<file path="config.mk">
export PLATFORM = sky130hd
export DESIGN_NAME = lifo_stack_engine_flat
export DESIGN_NICKNAME = d
export VERILOG_FILES = /design/src/lifo_pkg.sv /design/src/lifo_if.sv /design/src/lifo_decode.sv /design/src/lifo_stack_engine.sv /design/src/flat_wrapper.sv
export SDC_FILE = /design/constraint.sdc
export NUM_CORES = 2
export LEC_CHECK = 0
export BUFFER_PORTS_ARGS = -buffer_cell sky130_fd_sc_hd__buf_2
export CORE_MARGIN = 2
export CORE_UTILIZATION = 60
export CTS_CLUSTER_SIZE = 40
export DETAILED_ROUTE_END_ITERATION = 7
export PLACE_DENSITY = 0.76
export SYNTH_ARGS = -nofsm -noshare
export SYNTH_HDL_FRONTEND = slang
export SYNTH_HIERARCHICAL = 1
export SYNTH_SLANG_ARGS = --single-unit
</file>
<file path="constraint.sdc">
create_clock -name clk_i -period 7.1 [get_ports clk_i]
set_clock_uncertainty 0.1 [all_clocks]
set_input_delay 1.42 -clock clk_i [delete_from_list [all_inputs] [get_ports clk_i]]
set_output_delay 1.42 -clock clk_i [all_outputs]
set_load 0.02 [all_outputs]
</file>
<file path="src/lifo_pkg.sv">
package lifo_pkg;

  localparam int unsigned DEPTH      = 64;
  localparam int unsigned DATA_WIDTH = 32;
  localparam int unsigned ADDR_W     = $clog2(DEPTH);
  localparam int unsigned FILL_W     = $clog2(DEPTH + 1);
  localparam int unsigned OP_W       = 3;
  localparam int unsigned COUNT_W    = 8;
  localparam int unsigned ERR_W      = 2;

  typedef enum logic [OP_W-1:0] {
    OP_PUSH    = 3'd0,
    OP_POP     = 3'd1,
    OP_PEEK    = 3'd2,
    OP_REPLACE = 3'd3,
    OP_SWAP    = 3'd4,
    OP_DROP    = 3'd5,
    OP_CLEAR   = 3'd6
  } op_e;

  typedef enum logic [ERR_W-1:0] {
    ERR_NONE  = 2'd0,
    ERR_UNDER = 2'd1,
    ERR_OVER  = 2'd2
  } err_e;

  typedef struct packed {
    logic [FILL_W-1:0]     fill_d;
    err_e                  err;
    logic                  we;
    logic [ADDR_W-1:0]     waddr;
    logic [DATA_WIDTH-1:0] wdata;
    logic                  rd_en;
    logic [ADDR_W-1:0]     raddr;
  } ctrl_t;

endpackage

</file>
<file path="src/lifo_if.sv">
interface lifo_req_if;
  logic                               valid;
  logic                               ready;
  logic [lifo_pkg::OP_W-1:0]          op;
  logic [lifo_pkg::DATA_WIDTH-1:0]    value;
  logic [lifo_pkg::COUNT_W-1:0]       count;

  modport source (output valid, output op, output value, output count, input ready);
  modport sink   (input valid, input op, input value, input count, output ready);
endinterface

interface lifo_rsp_if;
  logic                               valid;
  logic                               ready;
  logic [lifo_pkg::DATA_WIDTH-1:0]    data_out;
  logic [lifo_pkg::ERR_W-1:0]         error;
  logic [lifo_pkg::FILL_W-1:0]        fill;
  logic                               is_empty;

  modport source (output valid, output data_out, output error, output fill,
                  output is_empty, input ready);
  modport sink   (input valid, input data_out, input error, input fill,
                  input is_empty, output ready);
endinterface

</file>
<file path="src/lifo_decode.sv">
module lifo_decode (
  input  logic [lifo_pkg::OP_W-1:0]       op_i,
  input  logic [lifo_pkg::DATA_WIDTH-1:0] value_i,
  input  logic [lifo_pkg::COUNT_W-1:0]    count_i,
  input  logic [lifo_pkg::FILL_W-1:0]     fill_i,
  output lifo_pkg::ctrl_t                 ctrl_o
);

  localparam int unsigned DropW =
    (lifo_pkg::FILL_W > lifo_pkg::COUNT_W) ? lifo_pkg::FILL_W : lifo_pkg::COUNT_W;

  logic                          empty;
  logic                          full;
  logic [lifo_pkg::ADDR_W-1:0]   top;
  logic [DropW-1:0]              fill_ext;
  logic [DropW-1:0]              cnt_ext;
  logic [DropW-1:0]              drop_rem;

  assign empty    = (fill_i == '0);
  assign full     = (fill_i == lifo_pkg::FILL_W'(lifo_pkg::DEPTH));
  assign top      = lifo_pkg::ADDR_W'(fill_i - lifo_pkg::FILL_W'(1));
  assign fill_ext = DropW'(fill_i);
  assign cnt_ext  = DropW'(count_i);
  assign drop_rem = fill_ext - cnt_ext;

  always_comb begin
    ctrl_o        = '0;
    ctrl_o.fill_d = fill_i;
    ctrl_o.err    = lifo_pkg::ERR_NONE;
    ctrl_o.wdata  = value_i;
    ctrl_o.raddr  = top;
    ctrl_o.waddr  = top;
    case (lifo_pkg::op_e'(op_i))
      lifo_pkg::OP_PUSH: begin
        if (full) begin
          ctrl_o.err = lifo_pkg::ERR_OVER;
        end else begin
          ctrl_o.we     = 1'b1;
          ctrl_o.waddr  = lifo_pkg::ADDR_W'(fill_i);
          ctrl_o.fill_d = fill_i + lifo_pkg::FILL_W'(1);
        end
      end
      lifo_pkg::OP_POP: begin
        if (empty) begin
          ctrl_o.err = lifo_pkg::ERR_UNDER;
        end else begin
          ctrl_o.rd_en  = 1'b1;
          ctrl_o.fill_d = fill_i - lifo_pkg::FILL_W'(1);
        end
      end
      lifo_pkg::OP_PEEK: begin
        if (empty) begin
          ctrl_o.err = lifo_pkg::ERR_UNDER;
        end else begin
          ctrl_o.rd_en = 1'b1;
        end
      end
      lifo_pkg::OP_REPLACE: begin
        if (empty) begin
          ctrl_o.err = lifo_pkg::ERR_UNDER;
        end else begin
          ctrl_o.we = 1'b1;
        end
      end
      lifo_pkg::OP_SWAP: begin
        if (empty) begin
          ctrl_o.err = lifo_pkg::ERR_UNDER;
        end else begin
          ctrl_o.rd_en = 1'b1;
          ctrl_o.we    = 1'b1;
        end
      end
      lifo_pkg::OP_DROP: begin
        if (cnt_ext > fill_ext) begin
          ctrl_o.fill_d = '0;
          ctrl_o.err    = lifo_pkg::ERR_UNDER;
        end else begin
          ctrl_o.fill_d = lifo_pkg::FILL_W'(drop_rem);
        end
      end
      lifo_pkg::OP_CLEAR: begin
        ctrl_o.fill_d = '0;
      end
      default: begin
        ctrl_o.fill_d = fill_i;
      end
    endcase
  end

endmodule

</file>
<file path="src/lifo_stack_engine.sv">
// Channel  Direction  Fields
// req_i    in         op, value, count
// rsp_o    out        data_out, error, fill, is_empty
//
// One word is accepted per cycle while the pending stage is free or moves on; its result
// word passes the pending stage and then the output register before it is offered.
// The fill count, all memory writes and the top-entry read update at the accepting edge.
// Reset clears the fill count and both result stages; the entry memory is not cleared.
// A stalled result holds in the output register while one more word waits behind it.
module lifo_stack_engine (
  input  logic           clk_i,
  input  logic           rst_ni,
  lifo_req_if.sink       req_i,
  lifo_rsp_if.source     rsp_o
);

  logic [lifo_pkg::DATA_WIDTH-1:0] mem [lifo_pkg::DEPTH];
  logic [lifo_pkg::DATA_WIDTH-1:0] rd_data_q;

  logic [lifo_pkg::FILL_W-1:0]     fill_q;
  lifo_pkg::ctrl_t                 ctrl;
  logic                            req_acc;

  logic                            p_valid_q;
  logic                            p_use_rd_q;
  lifo_pkg::err_e                  p_err_q;
  logic [lifo_pkg::FILL_W-1:0]     p_fill_q;
  logic                            p_move;

  logic                            o_valid_q;
  logic [lifo_pkg::DATA_WIDTH-1:0] o_data_q;
  lifo_pkg::err_e                  o_err_q;
  logic [lifo_pkg::FILL_W-1:0]     o_fill_q;

  lifo_decode u_decode (
    .op_i    (req_i.op),
    .value_i (req_i.value),
    .count_i (req_i.count),
    .fill_i  (fill_q),
    .ctrl_o  (ctrl)
  );

  assign p_move      = p_valid_q && (!o_valid_q || rsp_o.ready);
  assign req_i.ready = !p_valid_q || p_move;
  assign req_acc     = req_i.valid && req_i.ready;

  // Read data is the entry's old value when a swap writes the same address.
  always_ff @(posedge clk_i) begin
    if (req_acc && ctrl.we) begin
      mem[ctrl.waddr] <= ctrl.wdata;
    end
    if (req_acc && ctrl.rd_en) begin
      rd_data_q <= mem[ctrl.raddr];
    end
  end

  always_ff @(posedge clk_i or negedge rst_ni) begin
    if (!rst_ni) begin
      fill_q    <= '0;
      p_valid_q <= 1'b0;
      o_valid_q <= 1'b0;
    end else begin
      if (req_acc) begin
        fill_q <= ctrl.fill_d;
      end
      if (req_acc) begin
        p_valid_q <= 1'b1;
      end else if (p_move) begin
        p_valid_q <= 1'b0;
      end
      if (p_move) begin
        o_valid_q <= 1'b1;
      end else if (rsp_o.ready) begin
        o_valid_q <= 1'b0;
      end
    end
  end

  always_ff @(posedge clk_i) begin
    if (req_acc) begin
      p_use_rd_q <= ctrl.rd_en;
      p_err_q    <= ctrl.err;
      p_fill_q   <= ctrl.fill_d;
    end
    if (p_move) begin
      o_data_q <= p_use_rd_q ? rd_data_q : '0;
      o_err_q  <= p_err_q;
      o_fill_q <= p_fill_q;
    end
  end

  assign rsp_o.valid    = o_valid_q;
  assign rsp_o.data_out = o_data_q;
  assign rsp_o.error    = o_err_q;
  assign rsp_o.fill     = o_fill_q;
  assign rsp_o.is_empty = (o_fill_q == '0);

  a_fill_bound : assert property (@(posedge clk_i) disable iff (!rst_ni)
    fill_q <= lifo_pkg::FILL_W'(lifo_pkg::DEPTH))
    else $error("fill count exceeds depth");

  a_full_push : assert property (@(posedge clk_i) disable iff (!rst_ni)
    req_acc && (req_i.op == lifo_pkg::OP_PUSH) &&
    (fill_q == lifo_pkg::FILL_W'(lifo_pkg::DEPTH)) |=> $stable(fill_q))
    else $error("push on a full stack changed the fill count");

  a_pend_load : assert property (@(posedge clk_i) disable iff (!rst_ni)
    req_acc |=> p_valid_q && (p_fill_q == fill_q))
    else $error("accepted word not held in the pending stage");

endmodule
</file>
<file path="src/flat_wrapper.sv">
// flat-port wrapper written by rule: the top's interface ports become plain ports
module lifo_stack_engine_flat 
  (clk_i, rst_ni, req_i_valid, req_i_op, req_i_value, req_i_count, req_i_ready, rsp_o_valid, rsp_o_data_out, rsp_o_error, rsp_o_fill, rsp_o_is_empty, rsp_o_ready);
  lifo_req_if req_i_i ();
  lifo_rsp_if rsp_o_i ();
  input  logic clk_i;
  input  logic rst_ni;
  input wire logic [$bits(req_i_i.valid)-1:0] req_i_valid;
  input wire logic [$bits(req_i_i.op)-1:0] req_i_op;
  input wire logic [$bits(req_i_i.value)-1:0] req_i_value;
  input wire logic [$bits(req_i_i.count)-1:0] req_i_count;
  output wire logic [$bits(req_i_i.ready)-1:0] req_i_ready;
  output wire logic [$bits(rsp_o_i.valid)-1:0] rsp_o_valid;
  output wire logic [$bits(rsp_o_i.data_out)-1:0] rsp_o_data_out;
  output wire logic [$bits(rsp_o_i.error)-1:0] rsp_o_error;
  output wire logic [$bits(rsp_o_i.fill)-1:0] rsp_o_fill;
  output wire logic [$bits(rsp_o_i.is_empty)-1:0] rsp_o_is_empty;
  input wire logic [$bits(rsp_o_i.ready)-1:0] rsp_o_ready;
  assign req_i_i.valid = req_i_valid;
  assign req_i_i.op = req_i_op;
  assign req_i_i.value = req_i_value;
  assign req_i_i.count = req_i_count;
  assign req_i_ready = req_i_i.ready;
  assign rsp_o_valid = rsp_o_i.valid;
  assign rsp_o_data_out = rsp_o_i.data_out;
  assign rsp_o_error = rsp_o_i.error;
  assign rsp_o_fill = rsp_o_i.fill;
  assign rsp_o_is_empty = rsp_o_i.is_empty;
  assign rsp_o_i.ready = rsp_o_ready;
  lifo_stack_engine u_core (.clk_i(clk_i), .rst_ni(rst_ni), .req_i(req_i_i), .rsp_o(rsp_o_i));
endmodule
</file>
[After elaboration in Yosys (flattened, before gate mapping)]
Memories as Yosys holds them, arrays and structs flattened. A register that Yosys moved wholly into a read port is not among the register bits.
Index checks and enable logic that the tools add are counted.
Operators by class
  $add $sub $neg: 3
  magnitude comparators: 1
  equality and inequality tests: 7
  mux-type cells: 19
  reductions and logical operators: 16
Operator list (count)
  $mux 7: 4
  $pmux 7 s4: 1
  $logic_not 7->1: 2
  $mux 1: 10
  $eq 3x3->1 const B: 3
  $gt 8x7->1: 1
  $add 7x1->7 const B: 1
  $eq 7x7->1 const B: 1
  $sub 7x1->7 const B: 1
  $sub 7x7->7: 1
  $eq 3x2->1 const B: 2
  $mux 6: 1
  $pmux 2 s3: 1
  $logic_and 1x1->1: 4
  $reduce_bool 2->1: 2
  $reduce_or 4->1: 1
  $eq 3x1->1 const B: 1
  $logic_not 3->1: 1
  $reduce_or 3->1: 1
  $logic_not 1->1: 2
  $logic_or 1x1->1: 2
  $mux 2: 1
  $pmux 1 s2: 1
  $reduce_or 2->1: 1
Word-level totals
  register bits: 60
  memory bits (writable): 2048
  output and inout bits: 44
  word-level logic and storage cells: 56
  memories kept: 1
Memory list
  u_core.mem: words 64, width 32, rd ports 1, clocked after Yosys merged registers in 1, wr ports 1, line lifo_stack_engine.sv:17  | logic [lifo_pkg::DATA_WIDTH-1:0] mem [lifo_pkg::DEPTH];

[Depth between registers and ports, before layout]
  depth in word-level cells: 8
  mapped depth: 13
  mapped depth without buffers: 11

[Hierarchy]
The synthesis kept the hierarchy.
By module, submodules not included
  lifo_stack_engine: times used 1, cells each 3481, area each 81011.4 µm², seq. area each 64216.6 µm²
  lifo_decode: times used 1, cells each 207, area each 1352.5 µm², seq. area each 0.0 µm²

[Worst setup path before layout]
Ideal clock, no wire load.
  path kind: input-to-reg
  start: input req_i_op[0]
  end: memory u_core/mem[39][0] in the netlist's numbering (enable)
  arrival time: 4737 ps
  path slack: 1842 ps
  stages on the path: 9
  buffers on the path: 4
  path through: clkbuf_1 -> or3_1 -> clkbuf_1 -> a21oi_1 -> a22oi_1 -> clkbuf_1 -> or3b_2 -> buf_1 -> nor2_1
RTL lines
  from (decl): line flat_wrapper.sv:9  | input wire logic [$bits(req_i_i.op)-1:0] req_i_op;
  to (decl): line lifo_stack_engine.sv:17

==> run summary <==
The net count after synthesis came out at 3751. The area used by sequential logic in the layout is 64200 µm². The worst relative slew slack came out at 12.3%. In the routed layout, each cell is associated on average with a via count of 6.91. The fmax is 189 MHz. After layout, the worst path uses 74.4% of the clock period. The highest cell delay on the worst timing path came out at 0.68 ns. The congestion estimate from routability-driven global placement came to 0.948. The most used flip-flop cell after synthesis is edfxtp_1. The overflow left after global routing is 0.

The sequential-to-total area share from yosys stat is 78.0%. The floorplan has 135 rows. The total number of clock tree sinks is 2140. In the synthesized netlist, the number of instances is 3688.

The sequential share of power is 35.9%. The synthesized area divided by synthesized cell count came out at 22.3 µm². Sorting the synthesized cells by area gives the leading types as edfxtp_1 78%, mux4_2 14%, mux2i_1 1.3%. The proportion of synthesized flip-flops having asynchronous set or reset came out at 0.421%.

The slowest stage of the critical path belongs to the cell a221oi_1. The total track usage came out at 30.3%. The number of different library cells used by synthesis comes to 56. The synthesized design contains 2140 register bits. The power share of the combinational group came out at 37.8%. The post-cts gate resize count is 0. Detailed routing inserted a total of 40441 vias.

The combined area of the multi-input logic cells came out at 17300 µm². The number of warnings issued by yosys came out at 6. The wire-length estimate of the detail-placed layout is 119 mm. The H-tree was split into 4 levels. The kind of critical path is reg -> reg.

The filler-free cell count of the finished design came out at 5850. The area growth from synthesis to final layout is 11.8%. The die height is 375 µm. The required time of the critical path is 7.58 ns. The average detailed-routed wire length per instance is 35.8 µm. The maximum number of pins on one net before global-route repair is 96. The dominant cell type by area after synthesis is edfxtp_1. The flow ran to the end, and the final reports show no timing, DRC or antenna violations. For this design the static power due to leakage is 29.2 nW. For this design the total switching power over the nets is 0.0146 W. The max-cap check violation count is 0. The count of input and output buffers is 90. By instance count, the cell type seen most on the critical path is inv_8. The path class of the tightest hold or removal check is reg -> reg.

The fraction of power spent switching nets came out at 35.8%. The internal power of the cells came out at 0.0261 W. The max-slew violation count came to 0. The horizontal die dimension is 375 µm.

The first routing iteration left 6845 violations. The number of global-route vias before repair is 40116. The post-route worst hold slack is 0.320 ns. Cells with a size suffix above 1 make up 27.8% of the layout.

The slew at the pin closest to its max-slew limit came out at 1.32 ns. The die covers 140000 µm². The layout has 8064 filler cells. The cell area that synthesis handed to floorplanning was 82400 µm². The final period demand of the worst path came out at 5.28 ns. Adding up every negative setup slack in the final design gives 0 ns. The power share of the clock group came out at 26.3%. The number of ports placed on the die boundary is 91.

The pre-antenna-repair detailed-routing pass consisted of 6 iterations. The total routed wirelength is 210 mm. The clock latency of the later-clocked register in the worst-skew pair came out at 0.84 ns. The power density over the cells is 442 nW/µm². Setup repair after global routing left no endpoint under its margin. For this configuration, the core starts out at a cell density of 60.6%. The worst setup path is launched from a flip-flop. The count of buffers added by post-CTS timing repair for setup is 0.

The signal on the critical path passes through inv_8 -> ha_1 -> inv_8 -> buf_4 -> mux4_2 -> a221oi_1 -> o21ai_0 -> nand2_1 -> nor2_1. The most common cell after layout, fill and taps aside is edfxtp_1. The detail route stage leaves a number of antenna-violating nets equal to 0. IR analysis of the VDD net gives a maximum drop of 0.548 mV. The setup violation total in the final timing report is 0. The number of nets at the end of the flow came out at 3953. The CTS root buffer is clkbuf_16.

The arrival time at the worst endpoint came out at 5.76 ns. The number of enable-type register cells in the synthesized netlist came out at 2131. TritonCTS built the clock tree. The area share of the largest cell type after synthesis came out at 77.7%.

The number of buffers inserted by hold repair at cts is 0. Along the worst path, the maximum fanout reaches 84. The hold violation count in the final report is 0.

The clock transition at the registers of the reported paths is 0.07 ns. The placeable core area came out at 136000 µm². STA classifies the critical path endpoint as a flip-flop.

The placed cell count is 5468. The buffer levels on the longest clock path came out at 3. Leaving out fill and tap cells, the most frequent cells in the layout are 2131 x edfxtp_1, 525 x mux4_2, 206 x clkbuf_16, 146 x buf_4, 106 x mux2i_1. The remaining design rule violation count is 0. The initial antenna violation count is 11.

The first global-routing pass estimated 298 mm of wire. The CTS buffer count came out at 201.
-- registers in the layout, indices dropped and copies added (netlist names) --
name                   flops
u_core/mem              2048
u_core/rd_data_q          32
u_core/rsp_o.data_out     32
u_core/fill_q              7
u_core/p_fill_q            7
u_core/rsp_o.fill          7
u_core/p_err_q             2
u_core/rsp_o.error         2
u_core/p_use_rd_q          1
u_core/p_valid_q           1
u_core/rsp_o.valid         1
-- layer usage --
metal	up-vias	wire length, µm	track usage, %
met5	-	64	0
met4	10	9980	12.7
met3	476	25800	7.65
met2	2866	101000	47.5
met1	21123	73100	41.2
li1	15966	-	-
-- through the flow --
| step | setup WS, ns | cell area [µm²] | total power [W] | util [%] |
|---|---|---|---|---|
| after detailed placement | 1.71 | 85500 | 0.0298 | 63.0 |
| after floorplan | 1.84 | 82400 | 0.0242 | - |
| after global placement | 1.72 | 85500 | 0.0296 | 63.0 |
| after CTS | 1.98 | 92100 | 0.0405 | 67.8 |
| final | 1.82 | 92100 | 0.0407 | 67.8 |
| after global routing | 1.70 | 92100 | 0.0416 | 67.8 |
-- Yosys cell counts (8+ instances only) --
library cell,n
mux2i_1,106
nand3b_1,10
o221ai_1,26
buf_2,81
o21ai_0,72
inv_1,23
nand2b_1,9
and2_1,36
o22ai_1,47
buf_6,13
a21oi_1,71
clkbuf_1,71
a221oi_1,51
buf_4,56
dfrtp_1,9
edfxtp_1,2131
ha_1,15
buf_1,10
nand2_1,57
mux4_2,525
xnor2_1,11
nor3_1,18
nand3_1,8
o21ai_1,11
nor2_1,136
-- area by class of cell --
class                      instances  share of cell area, %
inverter                          27                  0.126
multi-input combinational       1290                   18.8
clock buffer                     263                   5.87
timing repair buffer             230                   1.81
tap                             1781                   2.42
sequential                      2140                   69.7
clock inverter                   114                   1.22
antenna                            5                 0.0136
-- final timing paths --
check	start	endpoint	slack, ns	cells after the start
setup / recovery	u_core/fill_q[0]	u_core/rd_data_q[6]	1.82	9
hold / removal	u_core/p_fill_q[5]	u_core/rsp_o.fill[5]	0.32	0
setup reg to reg	u_core/fill_q[0]	u_core/rd_data_q[6]	1.82	9
hold reg to reg	u_core/p_fill_q[5]	u_core/rsp_o.fill[5]	0.32	0
max in group asynchronous	rst_ni	u_core/fill_q[1]	6.36	1
min in group asynchronous	rst_ni	u_core/rsp_o.valid	0.34	1
-- power by group through the flow --
stage,Sequential (W),Combinational (W),Clock [W]
finish,0.0146,0.0154,0.0107
global route,0.0146,0.0157,0.0113
CTS,0.0146,0.0151,0.0108
detailed placement,0.0148,0.0149,0
global placement,0.0148,0.0148,0
floorplan,0.0148,0.00943,0
-- worst max-delay path: cells and delay by family, from the launching register on --
family / cells / cell delay, ns
buffers and inverters: 3 / 1.70
AOI/OAI and AO/OA: 2 / 1.32
DFF: 1 / 0.60
adders and majority gates: 1 / 0.42
muxes: 1 / 0.40
and+or+nand+nor: 2 / 0.29
-- cells by family after synthesis --
kind of cell | Yosys count | share of synthesized area (%)
adder cells (fa/ha/maj) | 16 | 0.252
multiplexers | 638 | 15.7
AND/OR/NAND/NOR | 308 | 1.77
AO/OA/AOI/OAI | 312 | 2.43
XOR/XNOR | 16 | 0.170
buffers and inverters | 258 | 1.67
flip-flops | 2140 | 78.0
Note: power is estimated with default switching activity, not from simulation.
